### src/rtl/jss_pkg.sv
// ----------------------------------------------------------------------------
// jss_pkg
// Sizes, policy codes and shared structs of the job schedule simulator.
// ----------------------------------------------------------------------------
`default_nettype none

package jss_pkg;

    localparam int MAX_JOBS   = 16;
    localparam int TIME_WIDTH = 16;
    localparam int FIELD_W    = 16;
    localparam int RES_W      = 21;
    localparam int JOB_IDX_W  = 4;
    localparam int IDX_W      = (MAX_JOBS > 1) ? $clog2(MAX_JOBS) : 1;
    localparam int CNT_W      = $clog2(MAX_JOBS + 1);

    typedef logic [TIME_WIDTH-1:0] time_t;
    typedef logic [RES_W-1:0]      res_t;
    typedef logic [IDX_W-1:0]      idx_t;
    typedef logic [CNT_W-1:0]      cnt_t;

    // Policy codes; the spare code behaves as first come first served
    localparam logic [1:0] POL_FCFS  = 2'd0;
    localparam logic [1:0] POL_SJF   = 2'd1;
    localparam logic [1:0] POL_SRTF  = 2'd2;
    localparam logic [1:0] POL_SPARE = 2'd3;

    // Write requests into the job store
    typedef struct packed {
        logic  load_we;
        idx_t  load_idx;
        time_t load_arr;
        time_t load_bur;
        logic  rem_we;
        idx_t  rem_idx;
        time_t rem_val;
        logic  res_we;
        idx_t  res_idx;
        res_t  res_wait;
        res_t  res_tat;
    } store_wr_t;

    // Job fields at the scan position
    typedef struct packed {
        time_t arr;
        time_t bur;
        time_t rem;
    } scan_rd_t;

    // Results at the output position
    typedef struct packed {
        res_t wait_t;
        res_t tat;
    } res_rd_t;

endpackage

`default_nettype wire

### src/rtl/jss_job_if.sv
// ----------------------------------------------------------------------------
// jss_job_if
// Job beat channel: arrival, burst and end-of-set mark.
// ----------------------------------------------------------------------------
`default_nettype none

interface jss_job_if;
    logic                             valid;
    logic                             ready;
    logic [jss_pkg::FIELD_W-1:0]      arrival_time;
    logic [jss_pkg::FIELD_W-1:0]      burst_time;
    logic                             last_job;

    modport source (output valid, output arrival_time, output burst_time,
                    output last_job, input ready);
    modport sink   (input valid, input arrival_time, input burst_time,
                    input last_job, output ready);
endinterface

`default_nettype wire

### src/rtl/jss_res_if.sv
// ----------------------------------------------------------------------------
// jss_res_if
// Result beat channel: job index, wait and turnaround times.
// ----------------------------------------------------------------------------
`default_nettype none

interface jss_res_if;
    logic                             valid;
    logic                             ready;
    logic [jss_pkg::JOB_IDX_W-1:0]    job_index;
    logic [jss_pkg::RES_W-1:0]        wait_time;
    logic [jss_pkg::RES_W-1:0]        turnaround_time;
    logic                             last_result;

    modport source (output valid, output job_index, output wait_time,
                    output turnaround_time, output last_result, input ready);
    modport sink   (input valid, input job_index, input wait_time,
                    input turnaround_time, input last_result, output ready);
endinterface

`default_nettype wire

### src/rtl/jss_store.sv
// ----------------------------------------------------------------------------
// jss_store
// Per-job register file: arrival, burst, remaining time and results.
// ----------------------------------------------------------------------------
`default_nettype none

module jss_store (
    input  wire logic                clk,
    input  wire jss_pkg::store_wr_t  wr,
    input  wire jss_pkg::idx_t       scan_idx,
    input  wire jss_pkg::idx_t       out_idx,
    output jss_pkg::scan_rd_t        scan_rd,
    output jss_pkg::res_rd_t         res_rd
);

    jss_pkg::time_t arr_mem_reg  [jss_pkg::MAX_JOBS];
    jss_pkg::time_t bur_mem_reg  [jss_pkg::MAX_JOBS];
    jss_pkg::time_t rem_mem_reg  [jss_pkg::MAX_JOBS];
    jss_pkg::res_t  wait_mem_reg [jss_pkg::MAX_JOBS];
    jss_pkg::res_t  tat_mem_reg  [jss_pkg::MAX_JOBS];

    // Load a job; remaining time starts at the burst
    always_ff @(posedge clk)
    begin
        if (wr.load_we)
        begin
            arr_mem_reg[wr.load_idx] <= wr.load_arr;
            bur_mem_reg[wr.load_idx] <= wr.load_bur;
        end
        if (wr.load_we)
        begin
            rem_mem_reg[wr.load_idx] <= wr.load_bur;
        end
        else if (wr.rem_we)
        begin
            rem_mem_reg[wr.rem_idx] <= wr.rem_val;
        end
        if (wr.res_we)
        begin
            wait_mem_reg[wr.res_idx] <= wr.res_wait;
            tat_mem_reg[wr.res_idx]  <= wr.res_tat;
        end
    end

    // Read the scan position and the output position
    always_comb
    begin
        scan_rd.arr   = arr_mem_reg[scan_idx];
        scan_rd.bur   = bur_mem_reg[scan_idx];
        scan_rd.rem   = rem_mem_reg[scan_idx];
        res_rd.wait_t = wait_mem_reg[out_idx];
        res_rd.tat    = tat_mem_reg[out_idx];
    end

endmodule

`default_nettype wire

### src/rtl/jss_core.sv
// ----------------------------------------------------------------------------
// jss_core
// Load sequencer, one-job-per-cycle scan unit and scheduling step logic.
// ----------------------------------------------------------------------------
`default_nettype none

module jss_core (
    input  wire logic               clk,
    input  wire logic               rst_n,
    jss_job_if.sink                 in_job,
    jss_res_if.source               out_res,
    input  wire logic               cfg_we,
    input  wire logic [1:0]         cfg_wdata,
    input  wire jss_pkg::scan_rd_t  scan_rd,
    input  wire jss_pkg::res_rd_t   res_rd,
    output jss_pkg::store_wr_t      wr,
    output jss_pkg::idx_t           scan_idx,
    output jss_pkg::idx_t           out_idx
);

    typedef enum logic [2:0] {
        ST_LOAD,
        ST_SCAN,
        ST_DECIDE,
        ST_EXEC,
        ST_RETIRE,
        ST_OUT_FETCH,
        ST_OUT_SEND
    } state_t;

    state_t                      state_reg;
    logic [1:0]                  pol_reg;
    jss_pkg::cnt_t               count_reg;
    jss_pkg::cnt_t               completed_reg;
    jss_pkg::res_t               clock_reg;
    logic [jss_pkg::MAX_JOBS-1:0] done_reg;
    jss_pkg::idx_t               scan_reg;
    jss_pkg::idx_t               oidx_reg;

    logic                        best_vld_reg;
    jss_pkg::idx_t               best_idx_reg;
    jss_pkg::time_t              best_key_reg;
    jss_pkg::time_t              best_arr_reg;
    jss_pkg::time_t              best_bur_reg;
    jss_pkg::time_t              best_rem_reg;
    logic                        min_vld_reg;
    jss_pkg::time_t              min_arr_reg;
    logic                        nxt_vld_reg;
    jss_pkg::time_t              nxt_arr_reg;
    jss_pkg::time_t              run_reg;

    logic                        out_valid_reg;
    jss_pkg::idx_t               out_idx_reg;
    jss_pkg::res_t               out_wait_reg;
    jss_pkg::res_t               out_tat_reg;
    logic                        out_last_reg;

    logic                        in_acc;
    logic                        room;
    jss_pkg::time_t              in_arr;
    jss_pkg::time_t              in_bur;
    logic                        scan_last;
    logic                        cur_done;
    logic                        cur_elig;
    jss_pkg::time_t              cur_key;
    logic                        cur_better;
    jss_pkg::res_t               start_time;
    jss_pkg::res_t               gap;
    logic                        preempt;
    jss_pkg::time_t              rem_new;
    jss_pkg::res_t               tat;
    jss_pkg::res_t               wait_val;
    logic                        set_done;
    logic                        out_last_next;

    // Input beat and store load
    assign in_job.ready = (state_reg == ST_LOAD);
    assign in_acc       = in_job.valid && in_job.ready;
    assign room         = (count_reg < jss_pkg::cnt_t'(jss_pkg::MAX_JOBS));
    assign in_arr       = jss_pkg::time_t'(in_job.arrival_time);
    assign in_bur       = (jss_pkg::time_t'(in_job.burst_time) == '0)
                          ? jss_pkg::time_t'(1) : jss_pkg::time_t'(in_job.burst_time);

    // Scan unit: one stored job per cycle
    assign scan_idx   = scan_reg;
    assign scan_last  = (jss_pkg::cnt_t'(scan_reg) == count_reg - jss_pkg::cnt_t'(1));
    assign cur_done   = done_reg[scan_reg];
    assign cur_elig   = !cur_done && ((pol_reg == jss_pkg::POL_FCFS)
                        || (jss_pkg::res_t'(scan_rd.arr) <= clock_reg));

    always_comb
    begin
        unique case (pol_reg)
            jss_pkg::POL_SJF:  cur_key = scan_rd.bur;
            jss_pkg::POL_SRTF: cur_key = scan_rd.rem;
            default:           cur_key = '0;
        endcase
    end

    // Lower key wins, then earlier arrival; equal pairs keep the lower index
    assign cur_better = !best_vld_reg || (cur_key < best_key_reg)
                        || ((cur_key == best_key_reg) && (scan_rd.arr < best_arr_reg));

    // Decision: start time, and run length cut at the next arrival when SRTF preempts
    assign start_time = (jss_pkg::res_t'(best_arr_reg) > clock_reg)
                        ? jss_pkg::res_t'(best_arr_reg) : clock_reg;
    assign gap        = jss_pkg::res_t'(nxt_arr_reg) - clock_reg;
    assign preempt    = (pol_reg == jss_pkg::POL_SRTF) && nxt_vld_reg
                        && (gap < jss_pkg::res_t'(best_rem_reg));

    // Execution and retirement
    assign rem_new  = best_rem_reg - run_reg;
    assign tat      = clock_reg - jss_pkg::res_t'(best_arr_reg);
    assign wait_val = tat - jss_pkg::res_t'(best_bur_reg);
    assign set_done = (completed_reg + jss_pkg::cnt_t'(1) == count_reg);

    // Output fetch
    assign out_idx       = oidx_reg;
    assign out_last_next = (jss_pkg::cnt_t'(oidx_reg) == count_reg - jss_pkg::cnt_t'(1));

    // Store write requests
    always_comb
    begin
        wr          = '0;
        wr.load_we  = in_acc && room;
        wr.load_idx = jss_pkg::idx_t'(count_reg);
        wr.load_arr = in_arr;
        wr.load_bur = in_bur;
        wr.rem_we   = (state_reg == ST_EXEC);
        wr.rem_idx  = best_idx_reg;
        wr.rem_val  = rem_new;
        wr.res_we   = (state_reg == ST_RETIRE);
        wr.res_idx  = best_idx_reg;
        wr.res_wait = wait_val;
        wr.res_tat  = tat;
    end

    // Sequencer
    always_ff @(posedge clk or negedge rst_n)
    begin
        if (!rst_n)
        begin
            state_reg     <= ST_LOAD;
            pol_reg       <= jss_pkg::POL_FCFS;
            count_reg     <= '0;
            completed_reg <= '0;
            clock_reg     <= '0;
            done_reg      <= '0;
            scan_reg      <= '0;
            oidx_reg      <= '0;
            best_vld_reg  <= 1'b0;
            min_vld_reg   <= 1'b0;
            nxt_vld_reg   <= 1'b0;
            out_valid_reg <= 1'b0;
        end
        else
        begin
            // Policy write; the unused code acts as first come first served
            if (cfg_we)
            begin
                pol_reg <= (cfg_wdata == jss_pkg::POL_SPARE) ? jss_pkg::POL_FCFS : cfg_wdata;
            end

            unique case (state_reg)
                ST_LOAD:
                begin
                    if (in_acc)
                    begin
                        if (room)
                        begin
                            count_reg <= count_reg + jss_pkg::cnt_t'(1);
                        end
                        if (in_job.last_job)
                        begin
                            completed_reg <= '0;
                            clock_reg     <= '0;
                            done_reg      <= '0;
                            scan_reg      <= '0;
                            best_vld_reg  <= 1'b0;
                            min_vld_reg   <= 1'b0;
                            nxt_vld_reg   <= 1'b0;
                            state_reg     <= ST_SCAN;
                        end
                    end
                end

                ST_SCAN:
                begin
                    if (cur_elig && cur_better)
                    begin
                        best_vld_reg <= 1'b1;
                        best_idx_reg <= scan_reg;
                        best_key_reg <= cur_key;
                        best_arr_reg <= scan_rd.arr;
                        best_bur_reg <= scan_rd.bur;
                        best_rem_reg <= scan_rd.rem;
                    end
                    if (!cur_done && (!min_vld_reg || (scan_rd.arr < min_arr_reg)))
                    begin
                        min_vld_reg <= 1'b1;
                        min_arr_reg <= scan_rd.arr;
                    end
                    if (!cur_done && (jss_pkg::res_t'(scan_rd.arr) > clock_reg)
                        && (!nxt_vld_reg || (scan_rd.arr < nxt_arr_reg)))
                    begin
                        nxt_vld_reg <= 1'b1;
                        nxt_arr_reg <= scan_rd.arr;
                    end
                    if (scan_last)
                    begin
                        state_reg <= ST_DECIDE;
                    end
                    else
                    begin
                        scan_reg <= scan_reg + jss_pkg::idx_t'(1);
                    end
                end

                ST_DECIDE:
                begin
                    if (!best_vld_reg)
                    begin
                        // Processor idle: jump to the earliest pending arrival
                        clock_reg    <= jss_pkg::res_t'(min_arr_reg);
                        scan_reg     <= '0;
                        min_vld_reg  <= 1'b0;
                        nxt_vld_reg  <= 1'b0;
                        state_reg    <= ST_SCAN;
                    end
                    else
                    begin
                        clock_reg <= start_time;
                        run_reg   <= preempt ? jss_pkg::time_t'(gap) : best_rem_reg;
                        state_reg <= ST_EXEC;
                    end
                end

                ST_EXEC:
                begin
                    clock_reg    <= clock_reg + jss_pkg::res_t'(run_reg);
                    best_rem_reg <= rem_new;
                    scan_reg     <= '0;
                    best_vld_reg <= 1'b0;
                    min_vld_reg  <= 1'b0;
                    nxt_vld_reg  <= 1'b0;
                    state_reg    <= (rem_new == '0) ? ST_RETIRE : ST_SCAN;
                end

                ST_RETIRE:
                begin
                    done_reg[best_idx_reg] <= 1'b1;
                    completed_reg          <= completed_reg + jss_pkg::cnt_t'(1);
                    oidx_reg               <= '0;
                    state_reg              <= set_done ? ST_OUT_FETCH : ST_SCAN;
                end

                ST_OUT_FETCH:
                begin
                    out_valid_reg <= 1'b1;
                    out_idx_reg   <= oidx_reg;
                    out_wait_reg  <= res_rd.wait_t;
                    out_tat_reg   <= res_rd.tat;
                    out_last_reg  <= out_last_next;
                    state_reg     <= ST_OUT_SEND;
                end

                ST_OUT_SEND:
                begin
                    if (out_res.ready)
                    begin
                        out_valid_reg <= 1'b0;
                        if (out_last_reg)
                        begin
                            count_reg <= '0;
                            state_reg <= ST_LOAD;
                        end
                        else
                        begin
                            oidx_reg  <= oidx_reg + jss_pkg::idx_t'(1);
                            state_reg <= ST_OUT_FETCH;
                        end
                    end
                end

                default:
                begin
                    state_reg <= ST_LOAD;
                end
            endcase
        end
    end

    // Drive the result beat
    assign out_res.valid           = out_valid_reg;
    assign out_res.job_index       = jss_pkg::JOB_IDX_W'(out_idx_reg);
    assign out_res.wait_time       = out_wait_reg;
    assign out_res.turnaround_time = out_tat_reg;
    assign out_res.last_result     = out_last_reg;

endmodule

`default_nettype wire

### src/rtl/job_schedule_simulator.sv
// ----------------------------------------------------------------------------
// job_schedule_simulator
// Single-processor scheduling simulator (FCFS, SJF, SRTF) over a loaded job set.
// ----------------------------------------------------------------------------
//
//   channel   dir  beat contents
//   in_job    in   arrival_time, burst_time, last_job
//   out_res   out  job_index, wait_time, turnaround_time, last_result
//   cfg       in   policy_mode on cfg_wdata, written when cfg_we is high
//
// The beat with last_job starts the simulation: every scheduling decision
// scans all n stored jobs, one after another, through one compare unit, then
// decides, runs the chosen job and retires it once its remaining time is zero.
// FCFS/SJF need up to 2n decisions, SRTF up to about 3n; then the results are
// sent one at a time, each held through any stall on out_res. in_job.ready is
// low from the last job until the final result beat is taken. Reset is
// asynchronous, active low, and needs no clearing pass.
// ----------------------------------------------------------------------------
`default_nettype none

module job_schedule_simulator (
    input  wire logic        clk,
    input  wire logic        rst_n,
    jss_job_if.sink          in_job,
    jss_res_if.source        out_res,
    input  wire logic        cfg_we,
    input  wire logic [1:0]  cfg_wdata
);

    jss_pkg::store_wr_t  wr;
    jss_pkg::scan_rd_t   scan_rd;
    jss_pkg::res_rd_t    res_rd;
    jss_pkg::idx_t       scan_idx;
    jss_pkg::idx_t       out_idx;

    // Sequencer and scan unit
    jss_core u_core (
        .clk       (clk),
        .rst_n     (rst_n),
        .in_job    (in_job),
        .out_res   (out_res),
        .cfg_we    (cfg_we),
        .cfg_wdata (cfg_wdata),
        .scan_rd   (scan_rd),
        .res_rd    (res_rd),
        .wr        (wr),
        .scan_idx  (scan_idx),
        .out_idx   (out_idx)
    );

    // Job register file
    jss_store u_store (
        .clk      (clk),
        .wr       (wr),
        .scan_idx (scan_idx),
        .out_idx  (out_idx),
        .scan_rd  (scan_rd),
        .res_rd   (res_rd)
    );

endmodule

`default_nettype wire

### src/flat_wrapper.sv
// flat-port wrapper written by rule: the top's interface ports become plain ports
module job_schedule_simulator_flat 
  (clk, rst_n, cfg_we, cfg_wdata, in_job_valid, in_job_arrival_time, in_job_burst_time, in_job_last_job, in_job_ready, out_res_valid, out_res_job_index, out_res_wait_time, out_res_turnaround_time, out_res_last_result, out_res_ready);
  jss_job_if in_job_i ();
  jss_res_if out_res_i ();
  input  wire logic clk;
  input  wire logic rst_n;
  input  wire logic cfg_we;
  input  wire logic [1:0] cfg_wdata;
  input wire logic [$bits(in_job_i.valid)-1:0] in_job_valid;
  input wire logic [$bits(in_job_i.arrival_time)-1:0] in_job_arrival_time;
  input wire logic [$bits(in_job_i.burst_time)-1:0] in_job_burst_time;
  input wire logic [$bits(in_job_i.last_job)-1:0] in_job_last_job;
  output wire logic [$bits(in_job_i.ready)-1:0] in_job_ready;
  output wire logic [$bits(out_res_i.valid)-1:0] out_res_valid;
  output wire logic [$bits(out_res_i.job_index)-1:0] out_res_job_index;
  output wire logic [$bits(out_res_i.wait_time)-1:0] out_res_wait_time;
  output wire logic [$bits(out_res_i.turnaround_time)-1:0] out_res_turnaround_time;
  output wire logic [$bits(out_res_i.last_result)-1:0] out_res_last_result;
  input wire logic [$bits(out_res_i.ready)-1:0] out_res_ready;
  assign in_job_i.valid = in_job_valid;
  assign in_job_i.arrival_time = in_job_arrival_time;
  assign in_job_i.burst_time = in_job_burst_time;
  assign in_job_i.last_job = in_job_last_job;
  assign in_job_ready = in_job_i.ready;
  assign out_res_valid = out_res_i.valid;
  assign out_res_job_index = out_res_i.job_index;
  assign out_res_wait_time = out_res_i.wait_time;
  assign out_res_turnaround_time = out_res_i.turnaround_time;
  assign out_res_last_result = out_res_i.last_result;
  assign out_res_i.ready = out_res_ready;
  job_schedule_simulator u_core (.clk(clk), .rst_n(rst_n), .in_job(in_job_i), .out_res(out_res_i), .cfg_we(cfg_we), .cfg_wdata(cfg_wdata));
endmodule
### config.mk
export PLATFORM = sky130hd
export DESIGN_NAME = job_schedule_simulator_flat
export DESIGN_NICKNAME = d
export VERILOG_FILES = /design/src/rtl/jss_pkg.sv /design/src/rtl/jss_job_if.sv /design/src/rtl/jss_res_if.sv /design/src/rtl/jss_store.sv /design/src/rtl/jss_core.sv /design/src/rtl/job_schedule_simulator.sv /design/src/flat_wrapper.sv
export SDC_FILE = /design/constraint.sdc
export NUM_CORES = 2
export LEC_CHECK = 0
export ABC_AREA = 0
export BUFFER_PORTS_ARGS = -buffer_cell sky130_fd_sc_hd__clkbuf_2
export CAP_MARGIN = 20
export CORE_ASPECT_RATIO = 0.75
export CORE_UTILIZATION = 40
export DETAILED_ROUTE_END_ITERATION = 10
export GPL_TIMING_DRIVEN = 0
export PLACE_DENSITY_LB_ADDON = 0.25
export SYNTH_ARGS = -nofsm -noshare
export SYNTH_HDL_FRONTEND = slang
export SYNTH_SLANG_ARGS = --single-unit
### constraint.sdc
create_clock -name clk -period 8.9 [get_ports clk]
set_input_delay 0.89 -clock clk [delete_from_list [all_inputs] [get_ports clk]]
set_output_delay 0.89 -clock clk [all_outputs]
set_load 0.05 [all_outputs]
# Yosys cells after proc, flatten, opt, wreduce, memory -nomap -nowiden
# Memories as Yosys holds them, arrays and structs flattened. A register that Yosys moved wholly into a read port is not among the register bits.
# Index checks and enable logic that the tools add are counted.
# W data, S select, Z words.
# totals
output_inout_bits	49
n_memories	5
mem_bits_rw	1440
input_bits	40
ff_bits	185
# mem_list
memory	depth	word_bits	rd	rd_clocked_by_memory_dff	wr	line	text
u_core.u_store.tat_mem_reg	16	21	1	1	1	jss_store.sv:20	jss_pkg::res_t tat_mem_reg [jss_pkg::MAX_JOBS];
u_core.u_store.wait_mem_reg	16	21	1	1	1	jss_store.sv:19	jss_pkg::res_t wait_mem_reg [jss_pkg::MAX_JOBS];
u_core.u_store.arr_mem_reg	16	16	1	0	1	jss_store.sv:16	jss_pkg::time_t arr_mem_reg [jss_pkg::MAX_JOBS];
u_core.u_store.bur_mem_reg	16	16	1	0	1	jss_store.sv:17	jss_pkg::time_t bur_mem_reg [jss_pkg::MAX_JOBS];
u_core.u_store.rem_mem_reg	16	16	1	0	1	jss_store.sv:18	jss_pkg::time_t rem_mem_reg [jss_pkg::MAX_JOBS];
# classes
muxes	64
n_eq_ne	26
n_bitwise	1
n_reduce_logical	49
magnitude_cmp	12
addsub	10
# op_table
operator	n
$mux W16	6
$pmux W16 S2	3
$mux W21	4
$lt A16 B16 Y1	4
$pmux W21 S3	1
$gt A16 B21 Y1	2
$sub A21 B16 Y21	2
$logic_not A16 Y1	2
$mux W5	6
$mux W4	7
$add A21 B16 Y21	1
$le A16 B21 Y1	1
$lt A21 B16 Y1	1
$mux W3	7
$pmux W3 S7	1
$reduce_and A3 Y1	7
$sub A16 B21 Y21	1
$ne A2 B2 Y1 const B	10
$pmux W5 S2	2
$reduce_and A5 Y1	4
$mux W1	17
$eq A16 B16 Y1	1
$or A16 B16 Y16	1
$pmux W4 S4	1
other kinds (34)	70

# Longest topological paths before layout
# logic_depth
word_depth	8
ltp_mapped	20
ltp_nobuf	19

# Modules after synthesis
# From an unflattened synthesis, not the netlist that was laid out.
# unflattened
hier_cells	3901
area_unflattened_um2	70243.6
# by_module_without_submodules
mod	cells_each	area_each_um2	n_inst
jss_store	2297	54299.6	1
jss_core	1604	15944.0	1

# Worst setup path after synthesis
# No wires, ideal clock.
# synth_path
path_kind	flip-flop to flip-flop
startpoint	reg u_core.u_core.scan_reg[0] (netlist: u_core.u_core.scan_idx[0])
endpoint	reg u_core.u_core.nxt_arr_reg[0] (enable)
arrival_ns	6.589
stages_incl_launch_ff	19
n_path_buf	5
setup_ns	0.478
period_less_slack_ns	7.067
slack_ns	1.833
cell_sequence	dfrtp_1 buf_4 buf_2 buf_4 buf_2 buf_2 mux4_2 a22oi_1 nand2_1 ha_1 a21o_1 a21o_1 a21o_1 a21o_1 a21o_1 a21o_1 a21oi_1 nor2b_1 a2111oi_0
# synth_rtl
item	line	text
start, declared	jss_core.sv:37	jss_pkg::idx_t scan_reg;
start signal, assigned	jss_core.sv:215	scan_reg <= scan_reg + jss_pkg::idx_t'(1);
end signal, assigned	jss_core.sv:207	nxt_arr_reg <= scan_rd.arr;
end, declared	jss_core.sv:49	jss_pkg::time_t nxt_arr_reg;

==> impl_metrics.tcl <==
set metrics [dict create \
    crit_required_ns 9.38 \
    critical-path-top-cell-by-count "sky130_fd_sc_hd__clkbuf_1" \
    timing.critical_path.from_type "register" \
    min_period_ns 7.84 \
    drt_drc_violations_left 0 \
    dominant_combinational_cell_family_by_area_after_synthesis "multiplexers" \
    post_synth_fa_ha_maj_area_fraction 0.0337 \
    rows 133 \
    worst_clock_skew_ns 0.0474 \
    ctsHtreeMaxLevel 4 \
    max_cap_viol_count 0 \
    wl_per_cell_um 28.7 \
    maxSlewViolCount 0 \
    setup_violations 0 \
    yosys.cell_types.count 93 \
    cts_hold_buffers 1 \
    synth_simple_gate_area_frac 0.0371 \
    clockBufferDepth 3 \
    post_route_cells_drive_above_1_share 0.175 \
    slowest_delay_ns 0.91 \
    maximum_number_of_pins_on_one_net_before_global_route_repair 57 \
    route.detailed.vias_per_inst 5.74 \
    static-leakage-power_nw 28.7 \
    seq_area_frac_synth 0.704 \
    synth-compound-area-share 0.0769 \
    placement.io_buffers 87 \
    critical-path-slowest-cell "sky130_fd_sc_hd__clkbuf_1" \
    critical_path_arrival_ns 8.32 \
    floorplan.io_pins 89 \
    tritoncts "done" \
    worstSetupEndpointType "register" \
    fill_cells 15000 \
    finish.net_count 4861 \
    area_of_the_die_um2 178000 \
    syn-instance-count 4242 \
    post_synth_edffs 1603 \
    placeable_core_region_um2 175000 \
    achievable-frequency_mhz 128 \
    insertion_delay_ns 0.82 \
    dp_cells 6818 \
    die_w_um 487 \
    power.total_w 0.0307 \
    grt_pass1_vias 39600 \
    netlist_area_um2 70600 \
    slew_headroom 0.188 \
    run_status "completed" \
    area_growth_pct 16.1 \
    antenna_found_initial 13 \
    postSynth.topFlopCell "sky130_fd_sc_hd__edfxtp_1" \
    min_period_over_period 0.881 \
    detailedRoute.firstIterationViolations 5117 \
    setup_total_negative_slack_ns 0 \
    final-instance-count-excl-fill 7142 \
    cts.repair_timing.setup_buffer_count 0 \
    dr_vias 41000 \
    route.final.wire_length_um 205000 \
    max-vdd-ir-drop_uv 417 \
    finalHoldViolCount 0 \
    timing.hold.worst.class "in2reg" \
    wire_length_of_the_first_global_routing_pass_um 291000 \
    antenna_left 0 \
    synth-seq-cells 1667 \
    grt_setup_unrepaired "false" \
    synth_area_per_inst_um2 16.7 \
    die_height_um 366 \
    tritoncts_num_sinks 1667 \
    worstPathCellList "clkbuf_1 -> inv_1 -> clkbuf_1 -> clkbuf_1 -> clkbuf_1 -> a221oi_1 -> a22oi_1 -> nand2_1 -> ha_1 -> and4_1 -> nand2_1 -> nor4_1 -> or4_1 -> o211a_1 -> nand2_1 -> nor2_4 -> buf_12" \
    ys_async_sr_fraction 0.0384 \
    cts_made_buffers 166 \
    grt_remaining_overflow 0 \
    power_density_nw_per_um2 374 \
    gp_routability_congestion 0.879 \
    synth_xor_area_frac 0.0117 \
    muxShareOfSynthArea 0.116 \
    cts_root_buffer "sky130_fd_sc_hd__clkbuf_16" \
    gr-usage-all-layers 0.229 \
    postCtsResizedCells 0 \
    critical_path_peak_fanout 27 \
    timing_worst_setup_path_type "reg2reg" \
    ys.warnings.count 0 \
    dp_hpwl_um 144000 \
    start_util 0.403 \
    synth.net_count 4469 \
    worst_pin_slew_ns 1.22 \
    worst_setup_hold_path_clk_slew_ns 0.06 \
    firstDrtPassIters 5 \
]
==> metal layers <==
layer / global-route usage / wire (um)
met1: 0.341 / 92600
met2: 0.316 / 85000
met3: 0.0764 / 22100
met4: 0.0673 / 5560
met5: 0 / 47
==> synthesized netlist by cell type, types with 5 or more instances <==
library cell	number	area, um^2
sky130_fd_sc_hd__edfxtp_1	1603	48100
sky130_fd_sc_hd__mux2i_1	340	3400
sky130_fd_sc_hd__o21ai_0	192	961
sky130_fd_sc_hd__nand2_1	191	717
sky130_fd_sc_hd__ha_1	182	2280
sky130_fd_sc_hd__mux4_2	182	4100
sky130_fd_sc_hd__inv_1	155	582
sky130_fd_sc_hd__nor2_1	149	559
sky130_fd_sc_hd__a221oi_1	142	1240
sky130_fd_sc_hd__clkbuf_1	132	495
sky130_fd_sc_hd__a21oi_1	129	646
sky130_fd_sc_hd__a22oi_1	104	781
sky130_fd_sc_hd__a21o_1	69	518
sky130_fd_sc_hd__dfrtp_1	64	1600
sky130_fd_sc_hd__xnor2_1	52	455
sky130_fd_sc_hd__mux2_2	50	563
sky130_fd_sc_hd__buf_2	42	210
sky130_fd_sc_hd__xor2_1	37	324
sky130_fd_sc_hd__nor2b_1	36	225
sky130_fd_sc_hd__buf_1	35	131
sky130_fd_sc_hd__nor3_1	32	160
sky130_fd_sc_hd__nand3_1	31	155
sky130_fd_sc_hd__nand2b_1	27	169
sky130_fd_sc_hd__o21a_1	22	165
sky130_fd_sc_hd__a31oi_1	16	100
sky130_fd_sc_hd__and2_1	14	87.6
sky130_fd_sc_hd__nand4_1	14	87.6
sky130_fd_sc_hd__a211oi_1	13	97.6
sky130_fd_sc_hd__nor4_1	12	75.1
sky130_fd_sc_hd__o21ai_1	12	60.1
sky130_fd_sc_hd__or3_1	12	75.1
sky130_fd_sc_hd__o211ai_1	11	82.6
sky130_fd_sc_hd__mux2_1	9	101
sky130_fd_sc_hd__o22ai_1	9	56.3
sky130_fd_sc_hd__and3_1	7	43.8
sky130_fd_sc_hd__o2111ai_1	6	52.6
sky130_fd_sc_hd__o21bai_1	6	45.0
sky130_fd_sc_hd__buf_4	5	37.5
sky130_fd_sc_hd__fa_1	5	100
sky130_fd_sc_hd__o221ai_1	5	43.8
sky130_fd_sc_hd__or4_1	5	37.5
==> cell type report <==
class                           count  area (um^2)  area share
Tap cell                         2362         2960      0.0360
Clock inverter                     88          877      0.0107
Inverter                          155          582     0.00710
Sequential cell                  1667        49700       0.607
Buffer                            215          886      0.0108
Timing Repair Buffer              224         2520      0.0308
Multi-Input combinational cell   2205        19800       0.242
Antenna cell                        8         20.0    0.000244
Clock buffer                      218         4570      0.0557
==> logic make-up after synthesis <==
| logic type | after synthesis |
|---|---|
| DFF | 1667 |
| adders and majority gates | 187 |
| buffers and inverters | 370 |
| and+or+nand+nor | 553 |
| AOI/OAI and AO/OA | 792 |
| xor gates and xnor gates | 92 |
| muxes | 581 |
==> stage by stage <==
step / hold WS, ns / util / area, um^2 / setup slack [ns]
after floorplan: 0.423 / - / 70600 / 1.83
after global placement: 0.436 / 0.422 / 74000 / -2.48
after detailed placement: 0.434 / 0.436 / 76400 / 1.03
after CTS: 0.241 / 0.467 / 81900 / 0.988
after global routing: 0.272 / 0.467 / 82000 / 0.772
final: 0.304 / 0.467 / 82000 / 1.06
==> worst max-delay path, delay by kind of cell (launching register included) <==
| kind | cells | cell delay (ns) |
|---|---|---|
| adder cells (fa/ha/maj) | 1 | 0.63 |
| AO/OA/AOI/OAI | 3 | 0.59 |
| buffers and inverters | 6 | 3.31 |
| flip-flops | 1 | 0.37 |
| AND/OR/NAND/NOR | 7 | 2.49 |
==> cell usage in the layout (no fill, tap or decap), types with 23 or more instances in the layout <==
cell type / count
sky130_fd_sc_hd__xor2_1: 33
sky130_fd_sc_hd__nor2_4: 25
sky130_fd_sc_hd__buf_4: 23
sky130_fd_sc_hd__xnor2_1: 41
sky130_fd_sc_hd__nor2_1: 108
sky130_fd_sc_hd__buf_1: 35
sky130_fd_sc_hd__buf_6: 39
sky130_fd_sc_hd__edfxtp_1: 1603
sky130_fd_sc_hd__mux4_2: 182
sky130_fd_sc_hd__buf_2: 42
sky130_fd_sc_hd__o21ai_0: 192
sky130_fd_sc_hd__clkbuf_1: 171
sky130_fd_sc_hd__a22oi_1: 104
sky130_fd_sc_hd__nor3_1: 23
sky130_fd_sc_hd__clkinv_2: 23
sky130_fd_sc_hd__clkbuf_2: 86
sky130_fd_sc_hd__nand2b_1: 27
sky130_fd_sc_hd__ha_1: 182
sky130_fd_sc_hd__a21o_1: 69
sky130_fd_sc_hd__buf_8: 40
sky130_fd_sc_hd__dfrtp_1: 64
sky130_fd_sc_hd__clkinv_1: 36
sky130_fd_sc_hd__inv_1: 155
sky130_fd_sc_hd__mux2i_1: 340
sky130_fd_sc_hd__a221oi_1: 142
sky130_fd_sc_hd__buf_12: 25
sky130_fd_sc_hd__clkbuf_16: 174
sky130_fd_sc_hd__nor2b_1: 36
sky130_fd_sc_hd__a21oi_1: 128
sky130_fd_sc_hd__mux2_2: 50
sky130_fd_sc_hd__nand2_1: 191
sky130_fd_sc_hd__nand3_1: 31
==> where the power goes <==
group | internal (W) | switching [W]
Sequential | 0.0115 | 0.000256
Combinational | 0.00374 | 0.00806
Clock | 0.00406 | 0.00303
Total | 0.0193 | 0.0113
==> final timing paths <==
| path | start | end | slack [ns] | depth (start not counted) |
|---|---|---|---|---|
| worst max-delay path | u_core.u_core.scan_idx[3] | u_core.u_core.best_arr_reg[12] | 1.06 | 17 |
| worst min-delay path | cfg_we | u_core.u_core.pol_reg[0] | 0.30 | 2 |
| worst min register to register | u_core.u_core.scan_idx[3] | u_core.u_core.best_idx_reg[3] | 0.45 | 0 |
| max in group asynchronous | rst_n | u_core.u_core.clock_reg[20] | 7.75 | 3 |
| worst max register to register | u_core.u_core.scan_idx[3] | u_core.u_core.best_arr_reg[12] | 1.06 | 17 |
| min in group asynchronous | rst_n | u_core.u_core.pol_reg[0] | 0.50 | 2 |
Note: power is estimated with default switching activity, not from simulation.
